==> src/rtl/core/csp_pkg.sv <==
`default_nettype none

package csp_pkg;

  // default geometry and number format
  localparam int FRAME_BYTES_DEF = 8;
  localparam int FRAC_BITS_DEF   = 16;
  localparam int MAX_SIGNAL_BITS = 32;
  localparam int BITS_PER_BYTE   = 8;
  localparam int PAYLOAD_BITS    = 64;

  // packed stream widths
  localparam int S_TDATA_W = 144;
  localparam int M_TDATA_W = 104;

  // command codes carried in tuser
  localparam logic CMD_START  = 1'b0;
  localparam logic CMD_INSERT = 1'b1;

  // byte order codes
  localparam logic BO_MOTOROLA = 1'b0;
  localparam logic BO_INTEL    = 1'b1;

endpackage

`default_nettype wire

==> src/rtl/core/can_signal_packer_top.sv <==
`default_nettype none

// can signal packer: builds a CAN frame payload from scaled DBC signals
// slave stream s_axis carries one request per signal or per new frame:
//   tuser selects start (clear payload, latch id and length) or insert
//   insert scales raw = (physical * 2^FRAC_BITS - offset) / factor and
//   ORs the low bits of raw, as many as the signal length, into the
//   payload from the signal's start position
// master stream m_axis returns one result per request with the frame id,
//   length, current payload and the overflow and clamp flags
// sequencing: a start request gives its result in the cycle after acceptance;
//   an insert request runs a negate step, the restoring divider that
//   retires one quotient bit per cycle (FRAC_BITS + 33 steps), a fix step
//   for clamp and overflow, and the bit placer that writes one payload bit
//   per cycle for L bits, L being the saturated signal length (0..32)
// throughput: starts can follow every cycle while m_axis_tready is high;
//   s_axis_tready is low while an insert is in flight
// the result sits in an output register; no new request is accepted while
//   it waits, and a finished insert holds in its last step until the
//   result register is free
// reset clears payload, id and length to zero and drops m_axis_tvalid
module can_signal_packer_top #(
  parameter int FRAME_BYTES = csp_pkg::FRAME_BYTES_DEF,
  parameter int FRAC_BITS   = csp_pkg::FRAC_BITS_DEF
) (
  input  wire                            clk_i,
  input  wire                            rst_ni,
  input  wire                            s_axis_tvalid,
  output logic                           s_axis_tready,
  // message_id[28:0], data_length[32:29], sig_start[38:33],
  // sig_len[44:39], byte_order[45], physical_value[77:46],
  // scale_factor[109:78], scale_offset[141:110], zero fill
  input  wire  [csp_pkg::S_TDATA_W-1:0]  s_axis_tdata,
  // command[0]
  input  wire  [0:0]                     s_axis_tuser,
  output logic                           m_axis_tvalid,
  input  wire                            m_axis_tready,
  // frame_id[28:0], frame_length[32:29], frame_data[96:33],
  // value_overflow[97], value_clamped[98], zero fill
  output logic [csp_pkg::M_TDATA_W-1:0]  m_axis_tdata
);

  localparam int NUM_W      = 34 + FRAC_BITS;
  localparam int MAG_W      = 33 + FRAC_BITS;
  localparam int STEP_W     = $clog2(MAG_W + 1);
  localparam int FRAME_BITS = FRAME_BYTES * csp_pkg::BITS_PER_BYTE;

  typedef enum logic [2:0] {
    ST_IDLE,
    ST_NEG,
    ST_DIV,
    ST_FIX,
    ST_PLACE,
    ST_DONE
  } state_e;

  // unpacked request fields
  logic        in_cmd;
  logic [28:0] in_id;
  logic [3:0]  in_dlen;
  logic [5:0]  in_start;
  logic [5:0]  in_slen;
  logic        in_bo;
  logic signed [31:0] in_phys;
  logic [31:0] in_factor;
  logic signed [31:0] in_offset;

  assign in_cmd    = s_axis_tuser[0];
  assign in_id     = s_axis_tdata[28:0];
  assign in_dlen   = s_axis_tdata[32:29];
  assign in_start  = s_axis_tdata[38:33];
  assign in_slen   = s_axis_tdata[44:39];
  assign in_bo     = s_axis_tdata[45];
  assign in_phys   = s_axis_tdata[77:46];
  assign in_factor = s_axis_tdata[109:78];
  assign in_offset = s_axis_tdata[141:110];

  // registers
  state_e             state_q, state_d;
  logic [csp_pkg::PAYLOAD_BITS-1:0] payload_q, payload_d;
  logic [28:0]        held_id_q, held_id_d;
  logic [3:0]         held_len_q, held_len_d;
  logic signed [NUM_W-1:0] num_q, num_d;
  logic               neg_q, neg_d;
  logic [31:0]        div_q, div_d;
  logic [31:0]        rem_q, rem_d;
  logic [MAG_W-1:0]   quo_q, quo_d;
  logic [STEP_W-1:0]  step_q, step_d;
  logic [31:0]        raw_q, raw_d;
  logic               clamp_q, clamp_d;
  logic               ovf_q, ovf_d;
  logic [5:0]         len_q, len_d;
  logic [5:0]         cnt_q, cnt_d;
  logic [6:0]         pos_q, pos_d;
  logic               bo_q, bo_d;
  logic               out_valid_q, out_valid_d;
  logic [28:0]        out_id_q, out_id_d;
  logic [3:0]         out_len_q, out_len_d;
  logic [csp_pkg::PAYLOAD_BITS-1:0] out_data_q, out_data_d;
  logic               out_ovf_q, out_ovf_d;
  logic               out_clamp_q, out_clamp_d;

  logic               accept;
  logic               out_free;
  logic signed [NUM_W-1:0] phys_w;
  logic signed [NUM_W-1:0] off_w;
  logic [32:0]        rem_sh;
  logic               rem_ge;
  logic               fix_clamp;
  logic [MAG_W-1:0]   fix_quo;
  logic [MAG_W-1:0]   hi_mask;
  logic [4:0]         bit_idx;
  logic               cur_bit;

  assign out_free      = !out_valid_q || m_axis_tready;
  assign s_axis_tready = (state_q == ST_IDLE) && out_free;
  assign accept        = s_axis_tvalid && s_axis_tready;

  // numerator operands in the Q format
  assign phys_w = NUM_W'(in_phys);
  assign off_w  = NUM_W'(in_offset);

  // one restoring divider step
  assign rem_sh = {rem_q, quo_q[MAG_W-1]};
  assign rem_ge = rem_sh >= {1'b0, div_q};

  // clamp and overflow check on the finished quotient
  assign fix_clamp = neg_q && (quo_q != '0);
  assign fix_quo   = fix_clamp ? '0 : quo_q;
  always_comb begin
    for (int j = 0; j < MAG_W; j++) begin
      hi_mask[j] = (j >= int'(len_q));
    end
  end

  // raw bit picked for the current placement step
  assign bit_idx = (bo_q == csp_pkg::BO_INTEL) ? cnt_q[4:0] : 5'(len_q - 6'd1 - cnt_q);
  assign cur_bit = raw_q[bit_idx];

  // sequencer next state
  always_comb begin
    state_d     = state_q;
    payload_d   = payload_q;
    held_id_d   = held_id_q;
    held_len_d  = held_len_q;
    num_d       = num_q;
    neg_d       = neg_q;
    div_d       = div_q;
    rem_d       = rem_q;
    quo_d       = quo_q;
    step_d      = step_q;
    raw_d       = raw_q;
    clamp_d     = clamp_q;
    ovf_d       = ovf_q;
    len_d       = len_q;
    cnt_d       = cnt_q;
    pos_d       = pos_q;
    bo_d        = bo_q;
    out_valid_d = out_valid_q && !m_axis_tready;
    out_id_d    = out_id_q;
    out_len_d   = out_len_q;
    out_data_d  = out_data_q;
    out_ovf_d   = out_ovf_q;
    out_clamp_d = out_clamp_q;

    case (state_q)
      ST_IDLE: begin
        if (accept) begin
          if (in_cmd == csp_pkg::CMD_START) begin
            payload_d   = '0;
            held_id_d   = in_id;
            held_len_d  = (in_dlen > 4'(FRAME_BYTES)) ? 4'(FRAME_BYTES) : in_dlen;
            out_valid_d = 1'b1;
            out_id_d    = in_id;
            out_len_d   = held_len_d;
            out_data_d  = '0;
            out_ovf_d   = 1'b0;
            out_clamp_d = 1'b0;
          end else begin
            num_d   = (phys_w <<< FRAC_BITS) - off_w;
            div_d   = (in_factor == 32'd0) ? 32'd1 : in_factor;
            len_d   = (in_slen > 6'(csp_pkg::MAX_SIGNAL_BITS)) ?
                      6'(csp_pkg::MAX_SIGNAL_BITS) : in_slen;
            bo_d    = in_bo;
            pos_d   = {1'b0, in_start};
            cnt_d   = '0;
            state_d = ST_NEG;
          end
        end
      end
      ST_NEG: begin
        neg_d   = num_q[NUM_W-1];
        quo_d   = num_q[NUM_W-1] ? MAG_W'(-num_q) : MAG_W'(num_q);
        rem_d   = '0;
        step_d  = STEP_W'(MAG_W);
        state_d = ST_DIV;
      end
      ST_DIV: begin
        rem_d  = rem_ge ? 32'(rem_sh - {1'b0, div_q}) : rem_sh[31:0];
        quo_d  = {quo_q[MAG_W-2:0], rem_ge};
        step_d = step_q - STEP_W'(1);
        if (step_q == STEP_W'(1)) begin
          state_d = ST_FIX;
        end
      end
      ST_FIX: begin
        clamp_d = fix_clamp;
        raw_d   = fix_quo[31:0];
        ovf_d   = |(fix_quo & hi_mask);
        state_d = (len_q == '0) ? ST_DONE : ST_PLACE;
      end
      ST_PLACE: begin
        // one payload bit per cycle, frames end at FRAME_BITS
        if (cur_bit && (pos_q < 7'(FRAME_BITS))) begin
          payload_d[pos_q[5:0]] = 1'b1;
        end
        if (bo_q == csp_pkg::BO_INTEL) begin
          pos_d = pos_q + 7'd1;
        end else if (pos_q < 7'(csp_pkg::PAYLOAD_BITS)) begin
          // big-endian sawtooth: down within a byte, then to bit 7 of the next
          if (pos_q[2:0] == 3'd0) begin
            pos_d = pos_q + 7'(2 * csp_pkg::BITS_PER_BYTE - 1);
          end else begin
            pos_d = pos_q - 7'd1;
          end
        end
        cnt_d = cnt_q + 6'd1;
        if (cnt_q == len_q - 6'd1) begin
          state_d = ST_DONE;
        end
      end
      ST_DONE: begin
        if (out_free) begin
          out_valid_d = 1'b1;
          out_id_d    = held_id_q;
          out_len_d   = held_len_q;
          out_data_d  = payload_q;
          out_ovf_d   = ovf_q;
          out_clamp_d = clamp_q;
          state_d     = ST_IDLE;
        end
      end
      default: begin
        state_d = ST_IDLE;
      end
    endcase
  end

  // sequencer, frame store, datapath and result registers
  always_ff @(posedge clk_i or negedge rst_ni) begin
    if (!rst_ni) begin
      state_q     <= ST_IDLE;
      payload_q   <= '0;
      held_id_q   <= '0;
      held_len_q  <= '0;
      num_q       <= '0;
      neg_q       <= 1'b0;
      div_q       <= '0;
      rem_q       <= '0;
      quo_q       <= '0;
      step_q      <= '0;
      raw_q       <= '0;
      clamp_q     <= 1'b0;
      ovf_q       <= 1'b0;
      len_q       <= '0;
      cnt_q       <= '0;
      pos_q       <= '0;
      bo_q        <= csp_pkg::BO_MOTOROLA;
      out_valid_q <= 1'b0;
      out_id_q    <= '0;
      out_len_q   <= '0;
      out_data_q  <= '0;
      out_ovf_q   <= 1'b0;
      out_clamp_q <= 1'b0;
    end else begin
      state_q     <= state_d;
      payload_q   <= payload_d;
      held_id_q   <= held_id_d;
      held_len_q  <= held_len_d;
      num_q       <= num_d;
      neg_q       <= neg_d;
      div_q       <= div_d;
      rem_q       <= rem_d;
      quo_q       <= quo_d;
      step_q      <= step_d;
      raw_q       <= raw_d;
      clamp_q     <= clamp_d;
      ovf_q       <= ovf_d;
      len_q       <= len_d;
      cnt_q       <= cnt_d;
      pos_q       <= pos_d;
      bo_q        <= bo_d;
      out_valid_q <= out_valid_d;
      out_id_q    <= out_id_d;
      out_len_q   <= out_len_d;
      out_data_q  <= out_data_d;
      out_ovf_q   <= out_ovf_d;
      out_clamp_q <= out_clamp_d;
    end
  end

  assign m_axis_tvalid = out_valid_q;
  assign m_axis_tdata  = {5'b0, out_clamp_q, out_ovf_q, out_data_q, out_len_q, out_id_q};

  // start request returns an empty frame in the next cycle
  a_start_result: assert property (@(posedge clk_i) disable iff (!rst_ni)
    (accept && (in_cmd == csp_pkg::CMD_START)) |=>
      (m_axis_tvalid && (m_axis_tdata[96:33] == '0)))
    else $error("start request did not yield an empty frame");

  // divider never runs with an exhausted step count
  a_div_steps: assert property (@(posedge clk_i) disable iff (!rst_ni)
    (state_q == ST_DIV) |-> (step_q != '0))
    else $error("divider step count ran out");

  // a clamped value leaves nothing to place and no overflow
  a_clamp_zero: assert property (@(posedge clk_i) disable iff (!rst_ni)
    ((state_q == ST_PLACE) && clamp_q) |-> ((raw_q == '0) && !ovf_q))
    else $error("clamped value is not zero");

  // big-endian walk stays inside one byte past the payload
  a_pos_bound: assert property (@(posedge clk_i) disable iff (!rst_ni)
    ((state_q == ST_PLACE) && (bo_q == csp_pkg::BO_MOTOROLA)) |-> (pos_q <= 7'd71))
    else $error("big-endian bit position out of range");

endmodule

`default_nettype wire

==> config.mk <==
export PLATFORM = sky130hd
export DESIGN_NAME = can_signal_packer_top
export DESIGN_NICKNAME = d
export VERILOG_FILES = /design/src/rtl/core/csp_pkg.sv /design/src/rtl/core/can_signal_packer_top.sv
export SDC_FILE = /design/constraint.sdc
export NUM_CORES = 1
export LEC_CHECK = 0
export ABC_CLOCK_PERIOD_IN_PS = 8100
export BUFFER_PORTS_ARGS = -buffer_cell sky130_fd_sc_hd__buf_2
export CAP_MARGIN = 5
export CORE_AREA = 2 2 312 191
export CTS_CLUSTER_DIAMETER = 60
export CTS_CLUSTER_SIZE = 30
export DETAILED_ROUTE_END_ITERATION = 6
export DIE_AREA = 0 0 314 193
export GPL_TIMING_DRIVEN = 0
export SYNTH_ARGS = -nofsm -noshare
export SYNTH_HDL_FRONTEND = slang
export SYNTH_SLANG_ARGS = --single-unit
==> constraint.sdc <==
create_clock -name clk_i -period 8.1 [get_ports clk_i]
set_input_delay 0 -clock clk_i [delete_from_list [all_inputs] [get_ports clk_i]]
set_output_delay 0 -clock clk_i [all_outputs]
set_load 0.05 [all_outputs]
==> results.json <==
{
  "outcome": "finished clean",
  "cts_sinks": 423,
  "htreeDepth": 1,
  "antenna_left": 0,
  "grt_pass1_vias": 19620,
  "synthesis.instances": 2480,
  "core.rowCount": 69,
  "rsz0062_at_grt": "false",
  "stdcell_count": 3728,
  "dp_hpwl_microns": 50810,
  "synthArstFlopShare_pct": 100.0,
  "cp_data_arrival_time_ns": 5.74,
  "grt_overflow": 0,
  "num_io_pins": 255,
  "worst_pin_slew_ns": 1.223,
  "synth_common_cells": "479 x nand2_1, 423 x dfrtp_1, 325 x o21ai_0, 137 x clkbuf_1, 96 x nor2_1",
  "avgSynthCellArea_sq_um": 9.209,
  "clkTransAtPathRegs_ns": 0.09,
  "slew_viol_final": 0,
  "via_per_inst": 5.434,
  "cp-end-kind": "flop",
  "synthTopCellsByArea": "dfrtp_1 46%, nand2_1 7.9%, o21ai_0 7.1%, ha_1 4.6%, xor2_1 3.4%",
  "ir_drop_mv": 0.1698,
  "grt_pass1_wl_microns": 107700,
  "fp.coreArea_sq_um": 58100,
  "cts_root_buffer": "clkbuf_16",
  "critPathLaunchType": "flop",
  "post-route-period-util_pct": 64.39,
  "dieArea_sq_um": 60600,
  "worstPathRequired_ns": 8.63,
  "finalNetCount": 3160,
  "r2r_slack_ns": 2.88,
  "maxCapViolCount": 0,
  "synth_top_area_share_pct": 46.35,
  "ys.warnings.count": 0,
  "netlist_area_sq_um": 22840,
  "wl_per_cell_microns": 18.31,
  "powerDensity_nw_per_um2": 343.5,
  "synth_most_common_cell": "nand2_1",
  "synth_seq_area_share_pct": 46.35,
  "fmax_mhz": 191.7,
  "ys_types": 81,
  "finalCriticalPeriod_ns": 5.216,
  "tns_ns": 0,
  "first_pass_iters": 7,
  "drive_above_1_share_pct": 13.23,
  "gp_congestion": 0.9319,
  "grt_antenna_before_repair": 0,
  "skew_ns": 0.03119,
  "first_iter_violations": 1648,
  "n_antenna_cell": 0,
  "hold_violations": 0,
  "grt_max_degree": 121,
  "hold_class": "in2reg",
  "die_h_microns": 193,
  "synth-seq-cells": 423,
  "vias": 20260,
  "setup_viol": 0,
  "grt_usage_pct": 22.06,
  "clockBufferDepth": 3,
  "cts_setup_buffers": 0,
  "tritoncts": "yes",
  "wl_microns": 68280,
  "cts_inserted_buffers": 31,
  "path_class": "reg2reg",
  "power_leakage_uw": 0.01276,
  "clk-insertion-delay-late_ns": 0.61,
  "final_core_util_pct": 47.98,
  "start_util_pct": 39.31,
  "synth_ff_type": "dfrtp_1",
  "yosysTopAreaCell": "dfrtp_1",
  "die_x_microns": 314,
  "numPortBuffers": 247,
  "synth-edff-count": 0,
  "dp_cells": 3517,
  "drc": 0,
  "relSlewSlack_pct": 16.13,
  "area.growth.synth_to_final_pct": 22.07,
  "critPathMaxFanout": 8
}
==> layout by cell type, fill, tap and decap left out, types with 8 or more instances in the layout <==
| cell | count |
|---|---|
| nor3_1 | 22 |
| o31ai_1 | 19 |
| buf_2 | 255 |
| o21ai_0 | 325 |
| inv_1 | 75 |
| or3_1 | 17 |
| a21o_1 | 45 |
| nand3_1 | 29 |
| a22o_1 | 56 |
| a22oi_1 | 48 |
| xnor2_1 | 44 |
| and3_1 | 8 |
| buf_1 | 11 |
| mux2i_1 | 35 |
| nor2_1 | 96 |
| nand2_1 | 479 |
| nand4_1 | 21 |
| ha_1 | 84 |
| a21oi_1 | 89 |
| mux4_2 | 9 |
| clkbuf_16 | 31 |
| mux2_2 | 31 |
| xor2_1 | 89 |
| a31oi_1 | 39 |
| nor2b_1 | 16 |
| a211oi_1 | 11 |
| dlygate4sd3_1 | 155 |
| o21ai_1 | 25 |
| nor4_1 | 25 |
| dfrtp_1 | 423 |
| nand2b_1 | 20 |
| clkbuf_1 | 138 |
| a32o_1 | 9 |
| or4_1 | 11 |
| nand3b_1 | 8 |
==> per-layer routing <==
layer	global-route usage [%]	vias to the layer above	part of all wire, %
li1	-	9626	-
met1	34.31	9987	50
met2	33.16	581	42
met3	2.909	65	6.0
met4	3.349	0	1.5
met5	0	-	0
==> logic make-up (layout without fill, tap and decap cells) <==
family	count (synthesis)	after routing	synth area share [%]
flip-flops	423	423	46.35
multiplexers	75	75	3.950
AO/OA/AOI/OAI	730	730	19.92
XOR/XNOR	133	133	5.100
adder cells (fa/ha/maj)	87	87	4.865
buffers and inverters	239	702	4.087
AND/OR/NAND/NOR	792	792	15.71
other	1	5	0.01642
==> flip-flops by register name (all words and copies together) (netlist names), 7 cells and up <==
| register | flops |
|---|---|
| div_q | 32 |
| held_id_q | 29 |
| num_q | 49 |
| out_data_q | 64 |
| out_id_q | 29 |
| payload_q | 64 |
| pos_q | 7 |
| quo_q | 49 |
| raw_q | 32 |
| rem_q | 32 |
==> report_power, final <==
group          internal, uW  switching (uW)  total [uW]
Sequential             2750             561        3310
Combinational          1650            2850        4510
Clock                   862             901        1760
==> stage by stage <==
stage	power (uW)	hold slack, ns	cell area [sq um]	setup slack [ns]
after floorplan	6375	-0.2956	22850	4.238
after global placement	7602	0.2147	25070	-1.375
after detailed placement	7713	0.1515	25180	2.994
after CTS	9581	0.001048	27880	2.899
after global routing	10270	0.04192	27880	2.555
final	9577	0.01489	27880	2.884
==> worst paths after layout <==
check,cells past startpoint,startpoint,endpoint
max,13,len_q[1],payload_q[2]
min,5,s_axis_tdata[133],num_q[23]
max reg2reg,13,len_q[1],payload_q[2]
min reg2reg,2,raw_q[7],raw_q[7]
max in group asynchronous,4,rst_ni,num_q[22]
min in group asynchronous,2,rst_ni,out_id_q[1]
==> final cells by class <==
class | instances | area, sq um
repair buffers | 407 | 2895
plain buffers | 163 | 648.1
well taps | 781 | 977.2
clock inverters | 23 | 359.1
fillers | 5503 | 30220
inverters | 76 | 285.3
clock buffers | 33 | 793.3
flip-flops and latches | 423 | 10590
multi-input cells | 1822 | 11340
==> timing repair <==
action	4_1_cts	5_1_grt
endpoints found under the hold margin	268	0
setup endpoints to repair	0	0
resized for setup	0	0
hold buffers	155	0
==> critical path, cell delays in order, from the launching register on <==
cell and delay (ns):
dfrtp_1 0.54, inv_1 0.27, ha_1 0.33, inv_1 0.12, fa_1 0.43, mux2i_1 0.91, mux4_2 0.42, mux2i_1 0.13
mux2i_1 0.25, mux2i_1 0.15, nor3_1 0.43, nor4bb_1 0.36, clkbuf_1 0.55, a22o_1 0.23
(Power assumes the default switching activity.)
